### src/rtl/hte_ram.sv
module hte_ram #(
   parameter int WIDTH = 8,
   parameter int DEPTH = 256
) (
   input  logic                     clock,
   input  logic                     wr_en,
   input  logic [$clog2(DEPTH)-1:0] wr_addr,
   input  logic [WIDTH-1:0]         wr_data,
   input  logic [$clog2(DEPTH)-1:0] rd_addr,
   output logic [WIDTH-1:0]         rd_data
);

   logic [WIDTH-1:0] mem_ff [DEPTH];
   logic [WIDTH-1:0] rd_data_ff;

   always_ff @(posedge clock) begin
      if (wr_en) begin
         mem_ff[wr_addr] <= wr_data;
      end
      rd_data_ff <= mem_ff[rd_addr];
   end

   assign rd_data = rd_data_ff;

endmodule

### config.mk
export PLATFORM = sky130hd
export DESIGN_NAME = hte_ram
export DESIGN_NICKNAME = d
export VERILOG_FILES = /design/src/rtl/hte_ram.sv
export SDC_FILE = /design/constraint.sdc
export NUM_CORES = 2
export LEC_CHECK = 0
export BUFFER_PORTS_ARGS = -buffer_cell sky130_fd_sc_hd__clkbuf_2
export CELL_PAD_IN_SITES_DETAIL_PLACEMENT = 2
export CELL_PAD_IN_SITES_GLOBAL_PLACEMENT = 2
export CORE_UTILIZATION = 53
export CTS_BUF_LIST = sky130_fd_sc_hd__clkbuf_4 sky130_fd_sc_hd__clkbuf_8
export DETAILED_ROUTE_END_ITERATION = 12
export HOLD_SLACK_MARGIN = 0.05
export PLACE_DENSITY = 0.8
export REMOVE_ABC_BUFFERS = 1
export SLEW_MARGIN = 10
export SYNTH_ARGS = -nofsm -noshare
export SYNTH_HDL_FRONTEND = slang
export SYNTH_SLANG_ARGS = --single-unit
### constraint.sdc
create_clock -name clock -period 2.9 [get_ports clock]
set_input_delay 0.145 -clock clock [delete_from_list [all_inputs] [get_ports clock]]
set_output_delay 0.145 -clock clock [all_outputs]
set_load 0.02 [all_outputs]
==> results.json, run 1 <==
{
  "synth_area_leader_cell": "edfxtp_1",
  "die_h_um": 389,
  "ys_types": 55,
  "portBuffers": 33,
  "synthTopCellsByArea": "edfxtp_1 77%, mux4_2 13%, mux2i_1 1.7%",
  "stop_stage": "3_5_place_dp",
  "status": "did not finish",
  "rows": 141,
  "netlist.area_leader.share_pct": 77.3,
  "syn_inst": 3733,
  "hpwl_mm": 201,
  "synthArstFlopShare_pct": 0,
  "syn_avg_cell_area_um2": 21.3,
  "io_pins": 34,
  "yosysSeqAreaShare_pct": 77.5,
  "error_line": "[ERROR DPL-0033] detailed placement checks failed during check placement.",
  "synth_edf_count": 2048,
  "yosysWarnings": 0,
  "die_x_um": 389,
  "start_util_pct": 53.6,
  "ys.flop_type": "edfxtp_1",
  "netlist_area_um2": 79600,
  "gp_congestion": 0.840,
  "ys_ff_latch": 2056
}
[kinds of logic after synthesis]
family	count (synthesis)	share of synthesized area [%]
buffers and inverters	235	1.83
AOI/OAI and AO/OA	385	3.42
and+or+nand+nor	466	2.63
muxes	591	14.6
DFF	2056	77.5
[cells in the mapped netlist (all sizes together), types with 2 or more instances]
master and number:
buf 122, nand2b 8, mux4 456, nor3 22, nand3b 2, or2 4, and3b 2, a221oi 14
o32ai 5, mux2i 134, nor2b 31, o211ai 10, a31oi 2, nor2 282, a21oi 96, nor4 27
o22ai 28, o21ai 12, a211oi 16, clkbuf 111, nand2 33, a311oi 2, a22oi 133, and2 6
nand4 10, dfxtp 8, nand3 34, o221ai 47, a22o 8, o22a 5, a2111oi 5, edfxtp 2048
[stage by stage]
step / hold slack, ns / TNS [ns] / cells / setup WS, ns
after floorplan: 0.244 / 0 / 3500 / 0.347
after global placement: 0.621 / -3.45 / 6061 / -0.813
==> run 2, diff against run 1 <==
- CELL_PAD_IN_SITES_DETAIL_PLACEMENT: 2 -> default
- CELL_PAD_IN_SITES_GLOBAL_PLACEMENT: 2 -> default
- CORE_UTILIZATION: 53 -> 40
- CTS_BUF_LIST: sky130_fd_sc_hd__clkbuf_4 sky130_fd_sc_hd__clkbuf_8 -> default
- HOLD_SLACK_MARGIN: 0.05 -> default
- PLACE_DENSITY: 0.8 -> default
- PLACE_DENSITY_LB_ADDON: default -> 0.15
==> run 2 against run 1 <==
The run now ends clean. Synthesized area unchanged. Synthesized cell count unchanged.
==> results.json, run 2 <==
{
  "status": "finished clean",
  "place_ws_ns": -0.551,
  "synthMuxAreaShare_pct": 14.6,
  "syn_avg_cell_area_um2": 21.3,
  "synth-adder-area-share_pct": 0,
  "final_cell_mix": "2,048 x edfxtp_1, 497 x buf_4, 454 x mux4_2",
  "ys_ff_latch": 2056,
  "die_h_um": 448,
  "clock_skew_ns": 0.0239,
  "cts_setup_buffers": 0,
  "ys.flop_type": "edfxtp_1",
  "rows": 163,
  "synth_compound_area_share_pct": 3.42,
  "portBuffers": 33,
  "yosysSeqAreaShare_pct": 77.5,
  "total_power_mw": 62.8,
  "io_pins": 34,
  "finalInstanceArea_um2": 93700,
  "fin_crit_ns": 2.77,
  "drt.antenna.violating_nets": 0,
  "p_leak_nw": 30.0,
  "endpoint_kind": "flip-flop",
  "drc": 0,
  "layout_commonest_cell": "edfxtp_1",
  "final_nets": 4347,
  "grt_overflow": 0,
  "gp_congestion": 0.849,
  "cp_slowest_cell": "nor4_2",
  "ys_top_cells_by_count": "2,048 x edfxtp_1, 454 x mux4_2, 282 x nor2_1",
  "critical_path_peak_fanout": 1,
  "holdCritPathClass": "in2reg",
  "dr.first_iter.drc_count": 3968,
  "fmax_mhz": 361,
  "finalNonFillerCells": 7145,
  "synth-simple-area-share_pct": 2.63,
  "regMostFlops": "mem_ff",
  "cts_htree_levels": 4,
  "syn2layout_area_growth_pct": 17.8,
  "netlist.area_leader.share_pct": 77.3,
  "ir_worst_vdd_mv": 0.636,
  "cp.arrival_ns": 3.46,
  "dieArea_um2": 201000,
  "synth_area_leader_cell": "edfxtp_1",
  "setup_violations": 0,
  "largest_register_ffs": 2048,
  "slew_headroom_pct": 35.2,
  "yosysWarnings": 0,
  "dpl_cell_area_um2": 86900,
  "hold_ws_ns": 0.0980,
  "worstMarginPinSlew_ns": 0.972,
  "clock_sinks": 2056,
  "synthArstFlopShare_pct": 0,
  "synth_edf_count": 2048,
  "numCtsBuffers": 213,
  "cp_data_required_time_ns": 3.59,
  "grt_pass1_vias": 40600,
  "antenna_found_initial": 14,
  "wl_per_cell_um": 30.3,
  "yosysMostFrequentCell": "edfxtp_1",
  "hpwl_mm": 140,
  "fillCellCount": 16600,
  "drv_cap": 0,
  "viasPerCell": 5.62,
  "core-area_um2": 197000,
  "clk_pin_slew_ns": 0.06,
  "crit_path_start_kind": "flip-flop",
  "clk_path_buf_depth": 3,
  "grt_pass1_wl_mm": 308,
  "netlist_area_um2": 79600,
  "wirelength_mm": 216,
  "die_x_um": 448,
  "rsz0062_at_grt": "false",
  "synth_top_family_by_area": "multiplexers",
  "cts_root_buffer": "clkbuf_16",
  "worstPathCellList": "mux4_2 -> mux4_2 -> nor2b_1 -> nor4_2 -> buf_4 -> nor4_2",
  "cpPeakStageDelay_ns": 0.68,
  "clk_latency_ns": 0.85,
  "dp_cells": 6736,
  "route.vias.total": 40200,
  "syn_inst": 3733,
  "maxSlewViolCount": 0,
  "drive_gt1_share_pct": 30.5,
  "grt_max_degree": 116,
  "critPathKind": "reg2reg",
  "p_per_area_nw_per_um2": 670,
  "hold_violations": 0,
  "synthXorXnorAreaFrac_pct": 0,
  "firstDrtPassIters": 5,
  "post-route-period-util_pct": 95.5,
  "synthTopCellsByArea": "edfxtp_1 77%, mux4_2 13%, mux2i_1 1.7%",
  "start_util_pct": 40.3,
  "cts_tree": "done",
  "ys_types": 55,
  "fin_ws_ns": 0.130,
  "grtUsageTotal_pct": 21.8
}
==> run 2: what timing repair did <==
item	CTS	global route
hold endpoints to repair	737	0
gates resized for setup	0	1
hold buffers	10	0
setup endpoints to repair	0	1
==> run 2: path summary, 6_finish.rpt <==
check,startpoint,end,slack (ns),depth (start not counted)
min,wr_addr[0],mem_ff[163][0]$_DFFE_PP_,0.1,4
min reg2reg,mem_ff[40][6]$_DFFE_PP_,rd_data[6]$_DFF_P_,1.11,6
max,mem_ff[83][2]$_DFFE_PP_,rd_data[2]$_DFF_P_,0.13,6
max reg2reg,mem_ff[83][2]$_DFFE_PP_,rd_data[2]$_DFF_P_,0.13,6
==> run 2: per-layer routing <==
metal	vias up	wire length [um]	global-route usage, %
met3	284	12900	4.03
li1	16900	-	-
met2	1249	104000	34.6
met4	0	5540	6.13
met5	-	0	0
met1	21700	93600	30.7
==> run 2: worst max-delay path: cells and delay by family, from the launching register on <==
kind                   cells  cell delay, ns
buffers and inverters      1            0.23
DFF                        1            0.37
muxes                      2            1.10
and+or+nand+nor            3            0.91
==> run 2: final cells by class <==
class	instances	area (um2)	area share, %
diodes	4	10.0	0.0107
clock buffers	264	5610	5.99
clock inverters	131	1140	1.22
inverters	2	7.51	0.00801
multi-input cells	1442	16600	17.7
flip-flops and latches	2056	61700	65.8
well taps	2640	3300	3.52
repair buffers	606	5450	5.81
==> run 2: cell families (layout without fill, tap and decap cells) <==
group	count (synthesis)	count (layout)
flops	2056	2056
mux	591	591
simple gates	466	466
compound gates	385	385
buf+inv	235	1003
other cells	0	4
==> run 2: stage by stage <==
stage	util, %	TNS [ns]
2_1_floorplan	-	0
3_3_place_gp	44.0	-3.19
3_5_place_dp	44.0	-2.72
4_1_cts	47.5	0
5_1_grt	47.5	0
6_report	47.5	0
==> run 2: report_power, final <==
group	leakage, nW	internal (mW)	total, mW	switching [mW]
sequential	18.5	32.8	32.8	0.0515
clock	3.30	15.1	26.6	11.5
combinational	8.19	1.29	3.40	2.12
(Power assumes the default switching activity.)
