==> src/rtl/hte_pkg.sv <==
package hte_pkg;

   localparam int SYM_W   = 8;
   localparam int CODE_W  = 32;
   localparam int LEN_W   = 6;
   localparam int MODE_W  = 2;
   localparam int ENTRY_W = CODE_W + LEN_W;
   localparam int BYTE_W  = 8;
   // pending byte on top of one full code word
   localparam int BUF_W   = BYTE_W + CODE_W;

   localparam int MAX_CODE_LEN_DEF = 32;
   localparam int NUM_SYMBOLS_DEF  = 256;

   localparam logic [MODE_W-1:0] MODE_LOAD   = 2'd0;
   localparam logic [MODE_W-1:0] MODE_ENCODE = 2'd1;
   localparam logic [MODE_W-1:0] MODE_FLUSH  = 2'd2;

   // accepted request, decoded
   typedef struct packed {
      logic encode;
      logic flush;
   } cmd_type;

   // table entry layout
   typedef struct packed {
      logic [LEN_W-1:0]  len;
      logic [CODE_W-1:0] bits;
   } entry_type;

endpackage

==> src/rtl/hte_ctrl.sv <==
module hte_ctrl (
   input  logic                          clock,
   input  logic                          reset,
   input  logic                          accept,
   input  hte_pkg::cmd_type              cmd,
   input  logic [hte_pkg::ENTRY_W-1:0]   entry_data,
   output logic                          ready,
   output logic                          rsp_tvalid,
   input  logic                          rsp_tready,
   output logic [hte_pkg::BYTE_W-1:0]    rsp_byte,
   output logic                          rsp_last
);

   localparam logic [1:0] ST_IDLE = 2'd0;
   localparam logic [1:0] ST_READ = 2'd1;
   localparam logic [1:0] ST_EMIT = 2'd2;

   localparam int BW = hte_pkg::BYTE_W;
   localparam int CW = hte_pkg::CODE_W;
   localparam int LW = hte_pkg::LEN_W;
   localparam int XW = hte_pkg::BUF_W;

   logic [1:0]    state_ff, state_in;
   logic [BW-1:0] pend_ff, pend_in;
   logic [2:0]    bitpos_ff, bitpos_in;
   logic [XW-1:0] buf_ff, buf_in;
   logic [2:0]    cnt_ff, cnt_in;
   logic          rsp_valid_ff, rsp_valid_in;
   logic [BW-1:0] rsp_byte_ff, rsp_byte_in;
   logic          rsp_last_ff, rsp_last_in;

   hte_pkg::entry_type entry;
   logic [LW-1:0] n_len;
   logic [LW-1:0] shamt;
   logic [CW-1:0] code_al;
   logic [XW-1:0] packed_buf;
   logic [5:0]    total;
   logic          out_free;

   always_comb begin
      entry = hte_pkg::entry_type'(entry_data);
      n_len = (entry.len > LW'(CW)) ? LW'(CW) : entry.len;
      shamt = LW'(CW) - n_len;
      // left-align code; zero length shifts everything out
      code_al = entry.bits << shamt;
      packed_buf = {pend_ff, {CW{1'b0}}} | ({code_al, {BW{1'b0}}} >> bitpos_ff);
      total = {3'b0, bitpos_ff} + n_len;
   end

   assign out_free = !rsp_valid_ff || rsp_tready;

   always_comb begin
      state_in     = state_ff;
      pend_in      = pend_ff;
      bitpos_in    = bitpos_ff;
      buf_in       = buf_ff;
      cnt_in       = cnt_ff;
      rsp_valid_in = rsp_valid_ff && !rsp_tready;
      rsp_byte_in  = rsp_byte_ff;
      rsp_last_in  = rsp_last_ff;
      unique case (state_ff)
         ST_IDLE: begin
            if (accept && cmd.encode) begin
               state_in = ST_READ;
            end else if (accept && cmd.flush && bitpos_ff != 3'd0) begin
               buf_in    = {pend_ff, {CW{1'b0}}};
               cnt_in    = 3'd1;
               bitpos_in = 3'd0;
               state_in  = ST_EMIT;
            end
         end
         ST_READ: begin
            buf_in    = packed_buf;
            bitpos_in = total[2:0];
            if (total[5:3] == 3'd0) begin
               pend_in  = packed_buf[XW-1 -: BW];
               state_in = ST_IDLE;
            end else begin
               cnt_in   = total[5:3];
               state_in = ST_EMIT;
            end
         end
         ST_EMIT: begin
            if (out_free) begin
               rsp_valid_in = 1'b1;
               rsp_byte_in  = buf_ff[XW-1 -: BW];
               rsp_last_in  = (cnt_ff == 3'd1);
               buf_in       = buf_ff << BW;
               cnt_in       = cnt_ff - 3'd1;
               if (cnt_ff == 3'd1) begin
                  // leftover partial bits become the pending byte
                  pend_in  = buf_ff[XW-BW-1 -: BW];
                  state_in = ST_IDLE;
               end
            end
         end
         default: begin
            state_in = ST_IDLE;
         end
      endcase
   end

   always_ff @(posedge clock) begin
      if (reset) begin
         state_ff     <= ST_IDLE;
         pend_ff      <= '0;
         bitpos_ff    <= '0;
         rsp_valid_ff <= 1'b0;
      end else begin
         state_ff     <= state_in;
         pend_ff      <= pend_in;
         bitpos_ff    <= bitpos_in;
         rsp_valid_ff <= rsp_valid_in;
      end
      buf_ff      <= buf_in;
      cnt_ff      <= cnt_in;
      rsp_byte_ff <= rsp_byte_in;
      rsp_last_ff <= rsp_last_in;
   end

   assign ready      = (state_ff == ST_IDLE);
   assign rsp_tvalid = rsp_valid_ff;
   assign rsp_byte   = rsp_byte_ff;
   assign rsp_last   = rsp_last_ff;

endmodule

==> config.mk <==
export PLATFORM = sky130hd
export DESIGN_NAME = hte_ctrl
export DESIGN_NICKNAME = d
export VERILOG_FILES = /design/src/rtl/hte_pkg.sv /design/src/rtl/hte_ctrl.sv
export SDC_FILE = /design/constraint.sdc
export NUM_CORES = 1
export LEC_CHECK = 0
export ABC_AREA = 1
export BUFFER_PORTS_ARGS = -buffer_cell sky130_fd_sc_hd__buf_2
export CAP_MARGIN = 15
export CORE_UTILIZATION = 50
export CTS_CLUSTER_DIAMETER = 30
export CTS_CLUSTER_SIZE = 24
export DETAILED_ROUTE_END_ITERATION = 6
export GPL_TIMING_DRIVEN = 0
export PLACE_DENSITY = 0.76
export SYNTH_ARGS = -nofsm -noshare
export SYNTH_HDL_FRONTEND = slang
export SYNTH_SLANG_ARGS = --single-unit
==> constraint.sdc <==
create_clock -name clock -period 8.6 [get_ports clock]
set_input_delay 0.86 -clock clock [delete_from_list [all_inputs] [get_ports clock]]
set_output_delay 0.86 -clock clock [all_outputs]
set_load 0.02 [all_outputs]
Yosys cells after proc, flatten, opt, wreduce, memory -nomap -nowiden

Index checks and enable logic that the tools add are counted.
Widths: inputs -> output; s select.

Word-level logic and storage cells: 69
Flip-flop bits (word level): 66
Input bits: 44
Output and inout port bits: 11

Reduce and logical (&&, ||, !) cells: 19
Multiplexer cells: 25
Shift operators: 2
$add $sub $neg: 3
Eq/ne operators: 10
Order comparisons: 1
Bitwise operators: 1

Operators by type and width:

| operator            | number |
|---|---|
| $mux 40             | 3 |
| $pmux 40 s3         | 1 |
| $or 40x40->40       | 1 |
| $shr 40x3->40       | 1 |
| $shl 32x6->32       | 1 |
| $mux 8              | 3 |
| $mux 3              | 6 |
| $pmux 8 s2          | 1 |
| $mux 2              | 5 |
| $ne 2x2->1 const B  | 5 |
| $pmux 3 s3          | 1 |
| $reduce_and 4->1    | 2 |
| $add 3x6->6         | 1 |
| $gt 6x6->1 const B  | 1 |
| $mux 6              | 1 |
| $pmux 2 s3          | 1 |
| $pmux 3 s2          | 1 |
| $reduce_and 3->1    | 2 |
| $reduce_bool 3->1   | 2 |
| $sub 6x6->6 const A | 1 |
| $reduce_and 5->1    | 1 |
| $logic_and 1x1->1   | 4 |
| $reduce_bool 2->1   | 2 |
| $eq 3x1->1 const B  | 1 |
| 11 further kinds    | 13 |

Longest topological paths before layout

Depth after elaboration: 8
Gate-level depth with buffers: 23
Mapped depth without buffers: 19

Worst setup path after synthesis

No wires, ideal clock.

Path type: input-to-reg
From: input port cmd[0] (netlist bit)
To: register cnt_ff[0], enable pin
Arrival time: 4.644 ns
Buffers on the path: 0
Cell stages on the path: 6
Data required time: 8.286 ns
Library setup time: 0.314 ns
Slack: 3.642 ns
Cell sequence: nand2_1 nor2_1 a21oi_1 a211oi_1 o21ai_0 inv_1

Word-level cells in the longest chain between the ends: 4

Ends and longest elaborated chain:

| what                              | RTL line        | text |
|---|---|---|
| start: declaration                | hte_ctrl.sv:5   | `input hte_pkg::cmd_type cmd,` |
| $logic_and 1x1->1 (2 in series)   | hte_ctrl.sv:65  | `end else if (accept && cmd.flush && bitpos_ff != 3'd0) begin` |
| $ne 2x1->1 (no source line)       | n/a             |  |
| $reduce_and 5->1 (no source line) | n/a             |  |
| end signal: assignment            | hte_ctrl.sv:116 | `cnt_ff <= cnt_in;` |
| end: declaration                  | hte_ctrl.sv:27  | `logic [2:0] cnt_ff, cnt_in;` |

No other way between the ends.
A chain may end at the register's enable or synchronous reset.

Worst setup path in the final report

From: input port entry_data[35] (netlist bit)
To: register buf_ff[34] (data pin)

Word-level cells in the longest chain between the ends: 7

Ends and longest elaborated chain:

| what                   | RTL line        | text |
|---|---|---|
| start: declaration     | hte_ctrl.sv:6   | `input logic [hte_pkg::ENTRY_W-1:0] entry_data,` |
| $gt 6x6->1             | hte_ctrl.sv:42  | `n_len = (entry.len > LW'(CW)) ? LW'(CW) : entry.len;` |
| $mux 6 *               | hte_ctrl.sv:42  |  |
| $sub 6x6->6 *          | hte_ctrl.sv:43  | `shamt = LW'(CW) - n_len;` |
| $shl 32x6->32 *        | hte_ctrl.sv:45  | `code_al = entry.bits << shamt;` |
| $shr 40x3->40 *        | hte_ctrl.sv:46  | `packed_buf = {pend_ff, {CW{1'b0}}} \| ({code_al, {BW{1'b0}}} >> bitpos_ff);` |
| $or 40x40->40 *        | hte_ctrl.sv:46  |  |
| $pmux 40 s3 *          | hte_ctrl.sv:61  | `unique case (state_ff)` |
| via buf_in[34]         | hte_ctrl.sv:26  | `logic [XW-1:0] buf_ff, buf_in;` |
| end signal: assignment | hte_ctrl.sv:115 | `buf_ff <= buf_in;` |
| end: declaration       | hte_ctrl.sv:26  |  |

Mark *: on every way through the listed nets, which the timed path passes. The rest lies on a longest branch.

==> results by group <==
CTS
  – CTS tree: yes
  – H-tree depth: 3
  – # hold bufs at CTS: 0
  – CTS Buf Count: 9
  – Postcts setup bufs: 0
  – Clock root cell: clkbuf_16
  – CTS clk-pin slew, worst paths: 0.05 ns
  – Clock sinks: 65
  – Clock buffer depth: 2
  – Cts repair resizes: 0
  – Later-pin clock latency in the skew report: 0.34 ns

Timing
  – RSZ-0062 raised after global routing: false
  – Worst-margin pin slew: 0.683 ns
  – FMAX: roughly 240 MHz
  – Final period util: between 40% and 50%
  – Tmin final: about 4.2 ns
  – Relative slew slack: between 50% and 60%
  – Final clock skew: 0.00881 ns
  – TNS Setup: 0 ns
  – Final slew viol count: 0
  – Hold Vio Cnt, Final: 0
  – Endpoints failing setup: 0

Yosys
  – Synth Register Bits: 65
  – Main synth FF type: edfxtp_1
  – Synth warn: 0
  – Synth Area per Inst: 6.70 um^2
  – EDFF count, synth: 51
  – Distinct cell type count after synthesis: 43
  – Post-synthesis sequential area ratio: 30.2%
  – Cells after Synth: 896
  – Synthesized Nets: 950
  – Post-Syn Area: roughly 6000 um^2
  – Post-synth ARST share: 0%

Routing
  – Detailed Routing Iterations Pass 1: 7
  – DRC: 7
  – DR vias/cell: 6.09
  – Iter 0 DRT Violations: just under 800
  – Antenna viol nets, final: 0
  – Routed len/inst: roughly 16 um
  – Total number of vias: roughly 6800
  – Total wire length: between 15000 and 20000 um

Power
  – Switching power share of the total: roughly 43%
  – Maximum vdd drop: ~0.12 mV
  – Sw power: 0.000696 W
  – Power share of the combinational group: between 40% and 50%
  – PD cells: between 200 and 250 nW/um^2
  – Clock share of power: 22.4%
  – Share of power burned in registers: between 30% and 40%
  – Leak: between 2 and 3 nW
  – Internal power: around 0.00094 W

Floorplan
  – Die H: approximately 110 um
  – Core Region: ~12000 um^2
  – FP Rows: 39
  – Initial Util: roughly 52%
  – Area of the die: 12400 um^2
  – IO Pins: 55
  – DIE WIDTH: between 100 and 150 um

Run status
  – Violated checks: design-rule violations
  – Status: finished, violations left

Global route
  – Total track usage: between 20 and 30%
  – Vias in the first global route: between 6000 and 7000
  – Antenna violations before repair: 0
  – Remaining Overflow, GRT: 0
  – First-pass GRT wire length: slightly below 30000 um
  – Pin count of the biggest net entering global routing: 21

Placement
  – Final HPWL DP: 14200 um
  – Port bufs: 53
  – Gpl congestion: between 0.9 and 1

Layout
  – Multi-input logic area: around 3700 um^2
  – Most frequent cells in the layout: nand3_1, nand2_1, buf_2
  – Final Core Density: approximately three fifths
  – Ant diodes: 0
  – Register area: around 1800 um^2
  – Share of cells above drive strength 1: around 14%
  – Area grow syn2layout: 13.2%
  – Commonest non-fill, non-tap cell in the layout: nand3_1
  – Post-layout nets: between 1000 and 1500
  – # fillers: roughly 1100

Critical path
  – Worst R2R Path Depth: 15
  – Kind of critical path: in2reg
  – Setup crit start kind: input port
  – CP Launch Point: entry_data[35]
  – Crit Path Max Fanout: 10
  – Critical Path AT: between 4 and 5 ns
  – Critical path capture point type: register
  – Worst R2R Start: bitpos_ff[0]
  – CP Data Required Time: 8.66 ns

Min path
  – Hold Path Depth: 0
  – Hold path start: buf_ff[34]
  – Worst Hold Class: reg2reg

Job
  – Max Cap Viol: 0
[synthesized netlist by cell type, types with 11 or more instances]
cell      instances  area (um^2)
o211ai_1         11         82.6
o21ai_0          15         75.1
edfxtp_1         51         1530
dfxtp_1          14          280
nand3_1         332         1660
inv_1            51          191
o21ai_1          12         60.1
nand2_1         196          736
a21oi_1          29          145
nor2_1           24         90.1
buf_2            19         95.1
clkbuf_1         24         90.1
nand4_1          14         87.6
[power by group through the flow]
stage          Clock (W)  Combinational [W]  Sequential (W)
5_1_grt         0.000388           0.000825        0.000531
2_1_floorplan          0           0.000512        0.000538
4_1_cts         0.000373           0.000732        0.000522
3_5_place_dp           0           0.000726        0.000527
3_3_place_gp           0           0.000702        0.000533
6_report        0.000367           0.000747        0.000522
[routing by layer]
metal	up-vias	GRT usage, %	share of wire, %
met3	33	4.95	9.0
met1	3130	40.8	44
li1	3291	-	-
met5	-	0	0
met2	303	48.6	46
met4	0	7.93	1.7
[stage by stage]
| stage | setup slack, ns | instance area [um^2] | hold slack, ns | instances | total power (W) |
|---|---|---|---|---|---|
| finish | 4.37 | 6790 | 0.417 | 1110 | 0.00164 |
| global route | 4.06 | 6790 | 0.425 | 1110 | 0.00174 |
| CTS | 4.50 | 6790 | 0.418 | 1110 | 0.00163 |
| detailed placement | 4.16 | 6490 | 0.405 | 1094 | 0.00125 |
| global placement | 2.14 | 6450 | 0.401 | 1092 | 0.00124 |
| floorplan | 3.64 | 6000 | 0.400 | 896 | 0.00105 |
[worst max-delay path, stage by stage]
cell	delay, ns
buf_2	0.14
nor2_1	0.13
nand3_2	0.15
nand2_4	0.18
buf_2	0.25
nand2_1	0.10
ha_1	0.29
clkbuf_1	0.22
inv_1	0.13
clkbuf_1	0.41
nand3_1	0.19
nand3_1	0.15
nand3_1	0.16
nand3_1	0.21
nand3_1	0.10
nand2_1	0.12
nand2_1	0.08
nand3_1	0.12
nand3_1	0.11
nand2_1	0.09
o211ai_1	0.11
[worst paths after layout]
| path | endpoint | slack (ns) |
|---|---|---|
| hold reg to reg | rsp_byte[2] | 0.42 |
| setup / recovery | buf_ff[34] | 4.37 |
| setup reg to reg | pend_ff[1] | 5.95 |
| hold / removal | rsp_byte[2] | 0.42 |
[kinds of logic after synthesis]
| group | Yosys count | share of synthesized area, % |
|---|---|---|
| DFF | 65 | 30.2 |
| and+or+nand+nor | 599 | 47.6 |
| xor gates and xnor gates | 5 | 1.17 |
| adders and majority gates | 10 | 2.21 |
| AOI/OAI and AO/OA | 95 | 9.59 |
| buffers and inverters | 122 | 9.21 |
[registers in the layout, indices dropped and copies added, names as in the netlist]
name,flops
pend_ff,8
rsp_byte,8
cnt_ff,3
buf_ff,39
rsp_tvalid,1
rsp_last,1
bitpos_ff,3
state_ff,2
[cell type report]
cell class	instances	area share (%)
multi-input combinational	709	53.7
sequential	65	26.7
buffer	62	4.83
timing repair buffer	55	4.35
clock buffer	9	3.31
inverter	60	3.31
tap	143	2.63
clock inverter	7	1.16
(Power assumes the default switching activity.)
